### src/sv/ulpd_pkg.sv
// ulpd_pkg: shared types, character constants and lookup functions
// for the uri-list path decoder; no dependencies
package ulpd_pkg;

  localparam int unsigned QUEUE_DEPTH = 4;
  localparam int unsigned MAX_RES     = 4;

  localparam logic [7:0] CH_LF    = 8'h0A;
  localparam logic [7:0] CH_CR    = 8'h0D;
  localparam logic [7:0] CH_PCT   = 8'h25;
  localparam logic [7:0] CH_SLASH = 8'h2F;

  localparam logic [3:0] SCHEME_LEN = 4'd7;
  localparam logic [3:0] HOST_LEN   = 4'd9;

  typedef enum logic [1:0] {
    KIND_BYTE = 2'd0,
    KIND_END  = 2'd1,
    KIND_DROP = 2'd2
  } kind_t;

  typedef struct packed {
    logic [7:0] data;
    kind_t      kind;
  } res_t;

  // results caused by one text byte
  typedef struct packed {
    logic [2:0] cnt;
    res_t [3:0] ent;
  } grp_t;

  // "file://"
  function automatic logic [7:0] scheme_char(input logic [2:0] idx);
    logic [7:0] c;
    case (idx)
      3'd0: c = 8'h66;
      3'd1: c = 8'h69;
      3'd2: c = 8'h6C;
      3'd3: c = 8'h65;
      3'd4: c = 8'h3A;
      3'd5: c = 8'h2F;
      3'd6: c = 8'h2F;
      default: c = 8'h00;
    endcase
    return c;
  endfunction

  // "localhost"
  function automatic logic [7:0] host_char(input logic [3:0] idx);
    logic [7:0] c;
    case (idx)
      4'd0: c = 8'h6C;
      4'd1: c = 8'h6F;
      4'd2: c = 8'h63;
      4'd3: c = 8'h61;
      4'd4: c = 8'h6C;
      4'd5: c = 8'h68;
      4'd6: c = 8'h6F;
      4'd7: c = 8'h73;
      4'd8: c = 8'h74;
      default: c = 8'h00;
    endcase
    return c;
  endfunction

  // {is hex digit, nibble value}
  function automatic logic [4:0] hex_val(input logic [7:0] b);
    logic [4:0] r;
    r = 5'd0;
    if (b >= 8'h30 && b <= 8'h39) begin
      r = {1'b1, 4'(b - 8'h30)};
    end else if (b >= 8'h61 && b <= 8'h66) begin
      r = {1'b1, 4'(b - 8'h57)};
    end else if (b >= 8'h41 && b <= 8'h46) begin
      r = {1'b1, 4'(b - 8'h37)};
    end
    return r;
  endfunction

endpackage

### src/sv/ulpd_if.sv
// ulpd_in_if / ulpd_out_if: valid/ready channels of the path decoder
// depends on nothing
interface ulpd_in_if;
  logic       valid;
  logic       ready;
  logic [7:0] in_byte;
  logic       end_of_text;

  modport source (output valid, output in_byte, output end_of_text, input ready);
  modport sink   (input valid, input in_byte, input end_of_text, output ready);
endinterface

interface ulpd_out_if;
  logic       valid;
  logic       ready;
  logic [7:0] out_byte;
  logic [1:0] kind;
  logic       run_last;

  modport source (output valid, output out_byte, output kind, output run_last, input ready);
  modport sink   (input valid, input out_byte, input kind, input run_last, output ready);
endinterface

### src/sv/ulpd_front.sv
// ulpd_front: line parser, takes one text byte a cycle while the queue has room and builds its result group
// depends on ulpd_pkg and ulpd_if
module ulpd_front (
  input  logic          clk,
  input  logic          rst_n,
  ulpd_in_if.sink       in_ch,
  input  logic          q_full,
  output logic          push,
  output ulpd_pkg::grp_t push_grp
);
  import ulpd_pkg::*;

  typedef enum logic [3:0] {
    PH_SCHEME = 4'b0001,
    PH_AUTH   = 4'b0010,
    PH_PATH   = 4'b0100,
    PH_SKIP   = 4'b1000
  } phase_t;

  typedef enum logic [3:0] {
    HOLD_NONE   = 4'b0001,
    HOLD_CR     = 4'b0010,
    HOLD_PCT    = 4'b0100,
    HOLD_PCTHEX = 4'b1000
  } hold_t;

  phase_t     phase_r, phase_nxt;
  hold_t      hold_r, hold_nxt;
  logic [3:0] match_r, match_nxt;
  logic [7:0] hexb_r, hexb_nxt;
  grp_t       grp;
  logic       accept;

  function automatic grp_t add(input grp_t g, input logic [7:0] d, input kind_t k);
    grp_t r;
    r = g;
    if (g.cnt < 3'(MAX_RES)) begin
      r.ent[g.cnt[1:0]] = '{data: d, kind: k};
      r.cnt = g.cnt + 3'd1;
    end
    return r;
  endfunction

  assign in_ch.ready = !q_full;
  assign accept      = in_ch.valid && in_ch.ready;

  always_comb begin
    logic [7:0] b;
    logic [4:0] lo;
    logic [4:0] hi;
    logic [7:0] v;
    logic       done;
    b         = in_ch.in_byte;
    lo        = hex_val(b);
    hi        = hex_val(hexb_r);
    v         = {hi[3:0], lo[3:0]};
    done      = 1'b0;
    phase_nxt = phase_r;
    hold_nxt  = hold_r;
    match_nxt = match_r;
    hexb_nxt  = hexb_r;
    grp       = '0;

    if (b == CH_LF) begin
      if (phase_r == PH_PATH) begin
        case (hold_r)
          HOLD_PCTHEX: begin
            grp = add(grp, CH_PCT, KIND_BYTE);
            grp = add(grp, hexb_r, KIND_BYTE);
          end
          HOLD_PCT: grp = add(grp, CH_PCT, KIND_BYTE);
          default: ;
        endcase
        grp = add(grp, 8'h00, KIND_END);
      end
      phase_nxt = PH_SCHEME;
      match_nxt = '0;
      hold_nxt  = HOLD_NONE;
    end else begin
      case (phase_r)
        PH_SCHEME: begin
          if (match_r < SCHEME_LEN && b == scheme_char(match_r[2:0])) begin
            match_nxt = match_r + 4'd1;
            if (match_nxt == SCHEME_LEN) begin
              phase_nxt = PH_AUTH;
              match_nxt = '0;
            end
          end else begin
            phase_nxt = PH_SKIP;
          end
        end
        PH_AUTH: begin
          if (b == CH_SLASH) begin
            if (match_r == 4'd0 || match_r == HOST_LEN) begin
              phase_nxt = PH_PATH;
              hold_nxt  = HOLD_NONE;
              grp       = add(grp, b, KIND_BYTE);
            end else begin
              phase_nxt = PH_SKIP;
            end
          end else if (match_r < HOST_LEN && b == host_char(match_r)) begin
            match_nxt = match_r + 4'd1;
          end else begin
            phase_nxt = PH_SKIP;
          end
        end
        PH_PATH: begin
          case (hold_r)
            HOLD_PCTHEX: begin
              hold_nxt = HOLD_NONE;
              if (lo[4] && hi[4]) begin
                done = 1'b1;
                if (v == 8'h00) begin
                  phase_nxt = PH_SKIP;
                  grp       = add(grp, 8'h00, KIND_DROP);
                end else begin
                  grp = add(grp, v, KIND_BYTE);
                end
              end else begin
                grp = add(grp, CH_PCT, KIND_BYTE);
                grp = add(grp, hexb_r, KIND_BYTE);
              end
            end
            HOLD_PCT: begin
              if (lo[4]) begin
                hexb_nxt = b;
                hold_nxt = HOLD_PCTHEX;
                done     = 1'b1;
              end else begin
                grp      = add(grp, CH_PCT, KIND_BYTE);
                hold_nxt = HOLD_NONE;
              end
            end
            HOLD_CR: begin
              grp      = add(grp, CH_CR, KIND_BYTE);
              hold_nxt = HOLD_NONE;
            end
            default: ;
          endcase
          if (!done) begin
            if (b == CH_PCT) begin
              hold_nxt = HOLD_PCT;
            end else if (b == CH_CR) begin
              hold_nxt = HOLD_CR;
            end else begin
              grp = add(grp, b, KIND_BYTE);
            end
          end
        end
        default: ;
      endcase

      // text end closes the line as a line feed would
      if (in_ch.end_of_text) begin
        if (phase_nxt == PH_PATH) begin
          case (hold_nxt)
            HOLD_PCTHEX: begin
              grp = add(grp, CH_PCT, KIND_BYTE);
              grp = add(grp, hexb_nxt, KIND_BYTE);
            end
            HOLD_PCT: grp = add(grp, CH_PCT, KIND_BYTE);
            default: ;
          endcase
          grp = add(grp, 8'h00, KIND_END);
        end
        phase_nxt = PH_SCHEME;
        match_nxt = '0;
        hold_nxt  = HOLD_NONE;
      end
    end
  end

  assign push     = accept && (grp.cnt != 3'd0);
  assign push_grp = grp;

  always_ff @(posedge clk) begin
    if (!rst_n) begin
      phase_r <= PH_SCHEME;
      hold_r  <= HOLD_NONE;
      match_r <= '0;
      hexb_r  <= '0;
    end else if (accept) begin
      phase_r <= phase_nxt;
      hold_r  <= hold_nxt;
      match_r <= match_nxt;
      hexb_r  <= hexb_nxt;
    end
  end

endmodule

### src/sv/ulpd_fifo.sv
// ulpd_fifo: short register queue of result groups between parser and output side
// depends on ulpd_pkg
module ulpd_fifo #(
  parameter int unsigned Depth = ulpd_pkg::QUEUE_DEPTH
) (
  input  logic           clk,
  input  logic           rst_n,
  input  logic           push,
  input  ulpd_pkg::grp_t push_grp,
  input  logic           pop,
  output ulpd_pkg::grp_t head,
  output logic           full,
  output logic           empty
);
  import ulpd_pkg::*;

  localparam int unsigned PtrW = (Depth > 1) ? $clog2(Depth) : 1;
  localparam int unsigned CntW = $clog2(Depth + 1);

  grp_t            mem_r [Depth];
  logic [PtrW-1:0] wr_r, wr_nxt;
  logic [PtrW-1:0] rd_r, rd_nxt;
  logic [CntW-1:0] cnt_r, cnt_nxt;
  logic            do_push, do_pop;

  assign full    = (cnt_r == CntW'(Depth));
  assign empty   = (cnt_r == '0);
  assign do_push = push && !full;
  assign do_pop  = pop && !empty;
  assign head    = mem_r[rd_r];

  always_comb begin
    wr_nxt  = wr_r;
    rd_nxt  = rd_r;
    cnt_nxt = cnt_r;
    if (do_push) begin
      wr_nxt = (wr_r == PtrW'(Depth - 1)) ? '0 : wr_r + PtrW'(1);
    end
    if (do_pop) begin
      rd_nxt = (rd_r == PtrW'(Depth - 1)) ? '0 : rd_r + PtrW'(1);
    end
    case ({do_push, do_pop})
      2'b10:   cnt_nxt = cnt_r + CntW'(1);
      2'b01:   cnt_nxt = cnt_r - CntW'(1);
      default: cnt_nxt = cnt_r;
    endcase
  end

  always_ff @(posedge clk) begin
    if (!rst_n) begin
      wr_r  <= '0;
      rd_r  <= '0;
      cnt_r <= '0;
    end else begin
      wr_r  <= wr_nxt;
      rd_r  <= rd_nxt;
      cnt_r <= cnt_nxt;
    end
  end

  always_ff @(posedge clk) begin
    if (do_push) begin
      mem_r[wr_r] <= push_grp;
    end
  end

endmodule

### src/sv/ulpd_back.sv
// ulpd_back: walks the head group one result a cycle into the output
// register while it is empty or taken; depends on ulpd_pkg and ulpd_if
module ulpd_back (
  input  logic           clk,
  input  logic           rst_n,
  input  ulpd_pkg::grp_t head,
  input  logic           empty,
  output logic           pop,
  ulpd_out_if.source     out_ch
);
  import ulpd_pkg::*;

  logic [1:0] idx_r, idx_nxt;
  logic       vld_r;
  res_t       res_r;
  logic       last_r;
  logic       load;
  logic       is_last;

  assign load    = (!vld_r || out_ch.ready) && !empty;
  assign is_last = ({1'b0, idx_r} == head.cnt - 3'd1);
  assign pop     = load && is_last;
  assign idx_nxt = is_last ? '0 : idx_r + 2'd1;

  always_ff @(posedge clk) begin
    if (!rst_n) begin
      vld_r <= 1'b0;
      idx_r <= '0;
    end else begin
      if (load) begin
        vld_r <= 1'b1;
        idx_r <= idx_nxt;
      end else if (out_ch.ready) begin
        vld_r <= 1'b0;
      end
    end
  end

  always_ff @(posedge clk) begin
    if (load) begin
      res_r  <= head.ent[idx_r];
      last_r <= is_last;
    end
  end

  assign out_ch.valid    = vld_r;
  assign out_ch.out_byte = res_r.data;
  assign out_ch.kind     = res_r.kind;
  assign out_ch.run_last = last_r;

endmodule

### src/sv/uri_list_path_decoder_core.sv
// uri_list_path_decoder_core: file url path extraction with percent decoding
// path: the result group of a byte is written into the group queue, then loaded into the output register
// throughput: one text byte a cycle while the queue has room; results leave one a cycle while the output
// is ready, the group queue absorbing bursts of bytes that cause several results
// reset: synchronous active-low rst_n clears parser phase, queue pointers and output valid
module uri_list_path_decoder_core #(
  parameter int unsigned QueueDepth = ulpd_pkg::QUEUE_DEPTH
) (
  input  logic       clk,
  input  logic       rst_n,
  ulpd_in_if.sink    in_ch,
  ulpd_out_if.source out_ch
);
  import ulpd_pkg::*;

  // parser to queue
  logic push;
  grp_t push_grp;
  logic q_full;

  // queue to output side
  grp_t head;
  logic q_empty;
  logic pop;

  // front: scheme and authority matching, percent decoding, result grouping
  ulpd_front u_front (
    .clk      (clk),
    .rst_n    (rst_n),
    .in_ch    (in_ch),
    .q_full   (q_full),
    .push     (push),
    .push_grp (push_grp)
  );

  // decoupling queue, one entry per byte that causes any result
  ulpd_fifo #(
    .Depth (QueueDepth)
  ) u_fifo (
    .clk      (clk),
    .rst_n    (rst_n),
    .push     (push),
    .push_grp (push_grp),
    .pop      (pop),
    .head     (head),
    .full     (q_full),
    .empty    (q_empty)
  );

  // back: serialises groups into beats, marks the last of each group
  ulpd_back u_back (
    .clk    (clk),
    .rst_n  (rst_n),
    .head   (head),
    .empty  (q_empty),
    .pop    (pop),
    .out_ch (out_ch)
  );

endmodule

### src/flat_wrapper.sv
// flat-port wrapper written by rule: the top's interface ports become plain ports
module uri_list_path_decoder_core_flat import ulpd_pkg::*;
#(
  parameter int unsigned QueueDepth = ulpd_pkg::QUEUE_DEPTH
)
  (clk, rst_n, in_ch_valid, in_ch_in_byte, in_ch_end_of_text, in_ch_ready, out_ch_valid, out_ch_out_byte, out_ch_kind, out_ch_run_last, out_ch_ready);
  ulpd_in_if in_ch_i ();
  ulpd_out_if out_ch_i ();
  input  logic clk;
  input  logic rst_n;
  input wire logic [$bits(in_ch_i.valid)-1:0] in_ch_valid;
  input wire logic [$bits(in_ch_i.in_byte)-1:0] in_ch_in_byte;
  input wire logic [$bits(in_ch_i.end_of_text)-1:0] in_ch_end_of_text;
  output wire logic [$bits(in_ch_i.ready)-1:0] in_ch_ready;
  output wire logic [$bits(out_ch_i.valid)-1:0] out_ch_valid;
  output wire logic [$bits(out_ch_i.out_byte)-1:0] out_ch_out_byte;
  output wire logic [$bits(out_ch_i.kind)-1:0] out_ch_kind;
  output wire logic [$bits(out_ch_i.run_last)-1:0] out_ch_run_last;
  input wire logic [$bits(out_ch_i.ready)-1:0] out_ch_ready;
  assign in_ch_i.valid = in_ch_valid;
  assign in_ch_i.in_byte = in_ch_in_byte;
  assign in_ch_i.end_of_text = in_ch_end_of_text;
  assign in_ch_ready = in_ch_i.ready;
  assign out_ch_valid = out_ch_i.valid;
  assign out_ch_out_byte = out_ch_i.out_byte;
  assign out_ch_kind = out_ch_i.kind;
  assign out_ch_run_last = out_ch_i.run_last;
  assign out_ch_i.ready = out_ch_ready;
  uri_list_path_decoder_core #(.QueueDepth(QueueDepth)) u_core (.clk(clk), .rst_n(rst_n), .in_ch(in_ch_i), .out_ch(out_ch_i));
endmodule
### config.mk
export PLATFORM = sky130hd
export DESIGN_NAME = uri_list_path_decoder_core_flat
export DESIGN_NICKNAME = d
export VERILOG_FILES = /design/src/sv/ulpd_pkg.sv /design/src/sv/ulpd_if.sv /design/src/sv/ulpd_front.sv /design/src/sv/ulpd_fifo.sv /design/src/sv/ulpd_back.sv /design/src/sv/uri_list_path_decoder_core.sv /design/src/flat_wrapper.sv
export SDC_FILE = /design/constraint.sdc
export NUM_CORES = 1
export LEC_CHECK = 0
export ABC_AREA = 0
export BUFFER_PORTS_ARGS = -buffer_cell sky130_fd_sc_hd__buf_2
export CAP_MARGIN = 20
export CORE_MARGIN = 5
export CORE_UTILIZATION = 25
export CTS_BUF_LIST = sky130_fd_sc_hd__clkbuf_2
export DETAILED_ROUTE_END_ITERATION = 7
export SLEW_MARGIN = 5
export SYNTH_ARGS = -nofsm -noshare
export SYNTH_HDL_FRONTEND = slang
export SYNTH_HIERARCHICAL = 1
export SYNTH_SLANG_ARGS = --single-unit
### constraint.sdc
create_clock -name clk -period 19.4 [get_ports clk]
set_clock_uncertainty 0.05 [all_clocks]
set_input_delay 1.94 -clock clk [delete_from_list [all_inputs] [get_ports clk]]
set_output_delay 1.94 -clock clk [all_outputs]
set_load 0.01 [all_outputs]
==> impl_metrics.ini <==
[outcome]
status = finished clean

[critical_path]
arrival_ps = 9100
path_class = in -> reg
end_kind = flop
crit_required_ps = 20090
crit_fanout = 12
crit_path_start_kind = input port

[placement]
port_buffers = 25
dp_hpwl_mm = 21.9
placed_area_um2 = 13000
dp_cells = 1626
dp_slack_ps = 10320
place_congestion = 0.913

[clock_network]
clock-sinks = 221
cts_resized = 0
numCtsBuffers = 53
clockRootBuffer = clkbuf_2
ctsHoldBuffers = 0
cts_tree = yes
h-tree-depth = 2
clk_pin_slew_ps = 100
clockBufferDepth = 3
post_cts_buffers = 0
clock_latency_ps = 850

[synth]
netlist_top_cells_area = edfxtp_1 (45%), mux4_2 (9.1%), dfxtp_1 (6.2%)
netlist_area_um2 = 12300
yosys.area.top_type = edfxtp_1
ys_types = 107
ys_seq_area_share_pct = 50.7
synth.top_cell.area_share_pct = 44.5
synth-edff-count = 183
avgSynthCellArea_um2 = 12.5
post-synth-top-count-cell = edfxtp_1
synth_async_sr_flop_share_pct = 0
synth_seq_cells = 221
synth_flop_cell = edfxtp_1
ys_warn_count = 6
synth_commonest_cells = edfxtp_1 (183), nand2_1 (59), nor2_1 (51), mux4_2 (50), ha_1 (44)
postSynthCellCount = 987

[cells_and_area]
nFillCells = 5137
finalInstanceArea_um2 = 13500
drive_above_1_share_pct = 22.1
final_nets = 1075
regArea_um2 = 6260
final_cells = 1727
multi_input_area_um2 = 5530
area_growth_pct = 9.36

[die]
io_pins = 26
chipHeight_um = 232
fp.dieW_um = 232
coreArea_um2 = 48800
start_util_pct = 25.3
rows = 81
die-area_um2 = 53900

[routing]
routed_wl_mm = 32.2
vias_per_cell = 4.98
dr.first_iter.drc_count = 917
vias = 8601
drc_errors = 0
dr.pass1.iters = 5
wl_per_cell_um = 18.7
drtAntennaViolNets = 0

[timing]
min_period_ps = 8410
worst_pin_slew_ps = 1060
period_share_pct = 43.3
whs_ps = 459
setup_viol = 0
relSlewSlack_pct = 28.6
rsz0062_at_grt = no
fin_setup_tns_ps = 0
hold_viol = 0
slew_viol_final = 0
max_freq_ghz = 0.119
fin_ws_ps = 10990

[grt]
grt_overflow = 0
grt_start_max_net_pins = 44
first_global_vias = 8369
antenna_found_initial = 1
grt_pass1_wl_mm = 49.5
grt_util_all_layers_pct = 11.6

[pwr]
ir_worst_vdd_mv = 0.0377
p_leak_nw = 4.39
pwr_density_cell_nw_per_um2 = 62.2

[flow_run]
drv_cap = 0

[hold_path]
hold_path.class = reg -> reg
[report_power, final]
group | switching [mW] | leakage, nW | internal [mW]
Combinational | 0.0217 | 2.11 | 0.0101
Sequential | 0.00374 | 1.91 | 0.507
Clock | 0.184 | 0.369 | 0.112
[per-stage QoR]
stage	total power, mW	utilization [%]
after floorplan	0.543	-
after global placement	0.553	26.6
after detailed placement	0.553	26.6
after CTS	0.854	27.6
after global routing	0.885	27.6
final	0.839	27.6
[path summary, 6_finish.rpt]
| path | cells past startpoint | startpoint | slack (ps) | endpoint |
|---|---|---|---|---|
| worst max-delay path | 28 | in_ch_in_byte[1] | 10990 | u_core/u_fifo/cnt_r[2]$_SDFFE_PN0P_ |
| worst min-delay path | 2 | u_core/u_fifo/wr_r[1]$_SDFFE_PN0P_ | 460 | u_core/u_fifo/wr_r[1]$_SDFFE_PN0P_ |
| worst max register to register | 25 | u_core/u_front/hold_r[2]$_SDFFE_PN0P_ | 11800 | u_core/u_fifo/cnt_r[2]$_SDFFE_PN0P_ |
| worst min register to register | 2 | u_core/u_fifo/wr_r[1]$_SDFFE_PN0P_ | 460 | u_core/u_fifo/wr_r[1]$_SDFFE_PN0P_ |
[flip-flops by register name, summed over array words and instances (netlist names), 3 cells and up, named ones only]
signal	count
u_core/u_front/hexb_r	8
u_core/u_fifo/cnt_r	3
u_core/u_fifo/mem_r	172
u_core/u_front/hold_r	4
u_core/u_front/phase_r	4
u_core/u_back/out_ch.out_byte	8
u_core/u_front/match_r	4
[layout by cell type (no fill, tap or decap), types with 8 or more instances in the layout]
cell      instances
inv_1            39
a22oi_1          13
nand2_1          59
buf_4            14
mux4_2           50
nand4_1          12
clkinv_1         12
a211oi_1          9
o22ai_1          13
o21ai_0          40
xnor2_1           8
dfxtp_1          36
ha_1             44
mux2i_1          14
nand3_1          29
xor2_1           12
a31oi_1          12
edfxtp_1        183
buf_2            25
a21oi_1          39
a21o_1           11
nor2b_1          13
nor3_1           22
o21ai_1           9
and2_1           15
nor2_1           51
and3_1            9
clkbuf_2         80
[per-layer routing]
| layer | track usage [%] | part of all wire (%) | vias to the layer above |
|---|---|---|---|
| li1 | - | - | 3940 |
| met1 | 16.4 | 45 | 4243 |
| met2 | 18.2 | 46 | 349 |
| met3 | 2.16 | 6.4 | 69 |
| met4 | 3.71 | 2.7 | 0 |
| met5 | 0 | 0 | - |
[worst max-delay path: stages]
cell and delay (ps):
buf_2 270, inv_1 160, ha_1 300, o21bai_1 250
a21o_1 350, a22oi_2 170, nor2_1 580, inv_1 190
ha_1 360, a22oi_1 100, nand2b_1 240, inv_1 110
ha_1 340, a21oi_1 100, or4_1 530, xnor2_1 330
ha_1 300, or2_2 290, a41o_1 310, o31a_1 340
nor2b_1 210, inv_1 90, ha_1 180, inv_1 60
fa_1 380, xor2_1 160, or3_1 300, a21boi_0 160
[logic make-up after synthesis]
| group | Yosys count | share of synthesized area [%] |
|---|---|---|
| AOI/OAI and AO/OA | 240 | 14.1 |
| xor gates and xnor gates | 22 | 1.68 |
| adders and majority gates | 45 | 4.62 |
| buffers and inverters | 108 | 4.65 |
| DFF | 221 | 50.7 |
| muxes | 71 | 11.3 |
| other | 1 | 0.0304 |
| and+or+nand+nor | 279 | 13.0 |
[layout make-up]
| type | instances | share of cell area, % |
|---|---|---|
| Sequential cell | 221 | 46.3 |
| Multi-Input combinational cell | 660 | 40.9 |
| Tap cell | 664 | 6.15 |
| Clock buffer | 80 | 2.97 |
| Timing Repair Buffer | 39 | 1.70 |
| Inverter | 42 | 1.19 |
| Clock inverter | 18 | 0.639 |
| Antenna cell | 3 | 0.0556 |
Note: power is estimated with default switching activity, not from simulation.
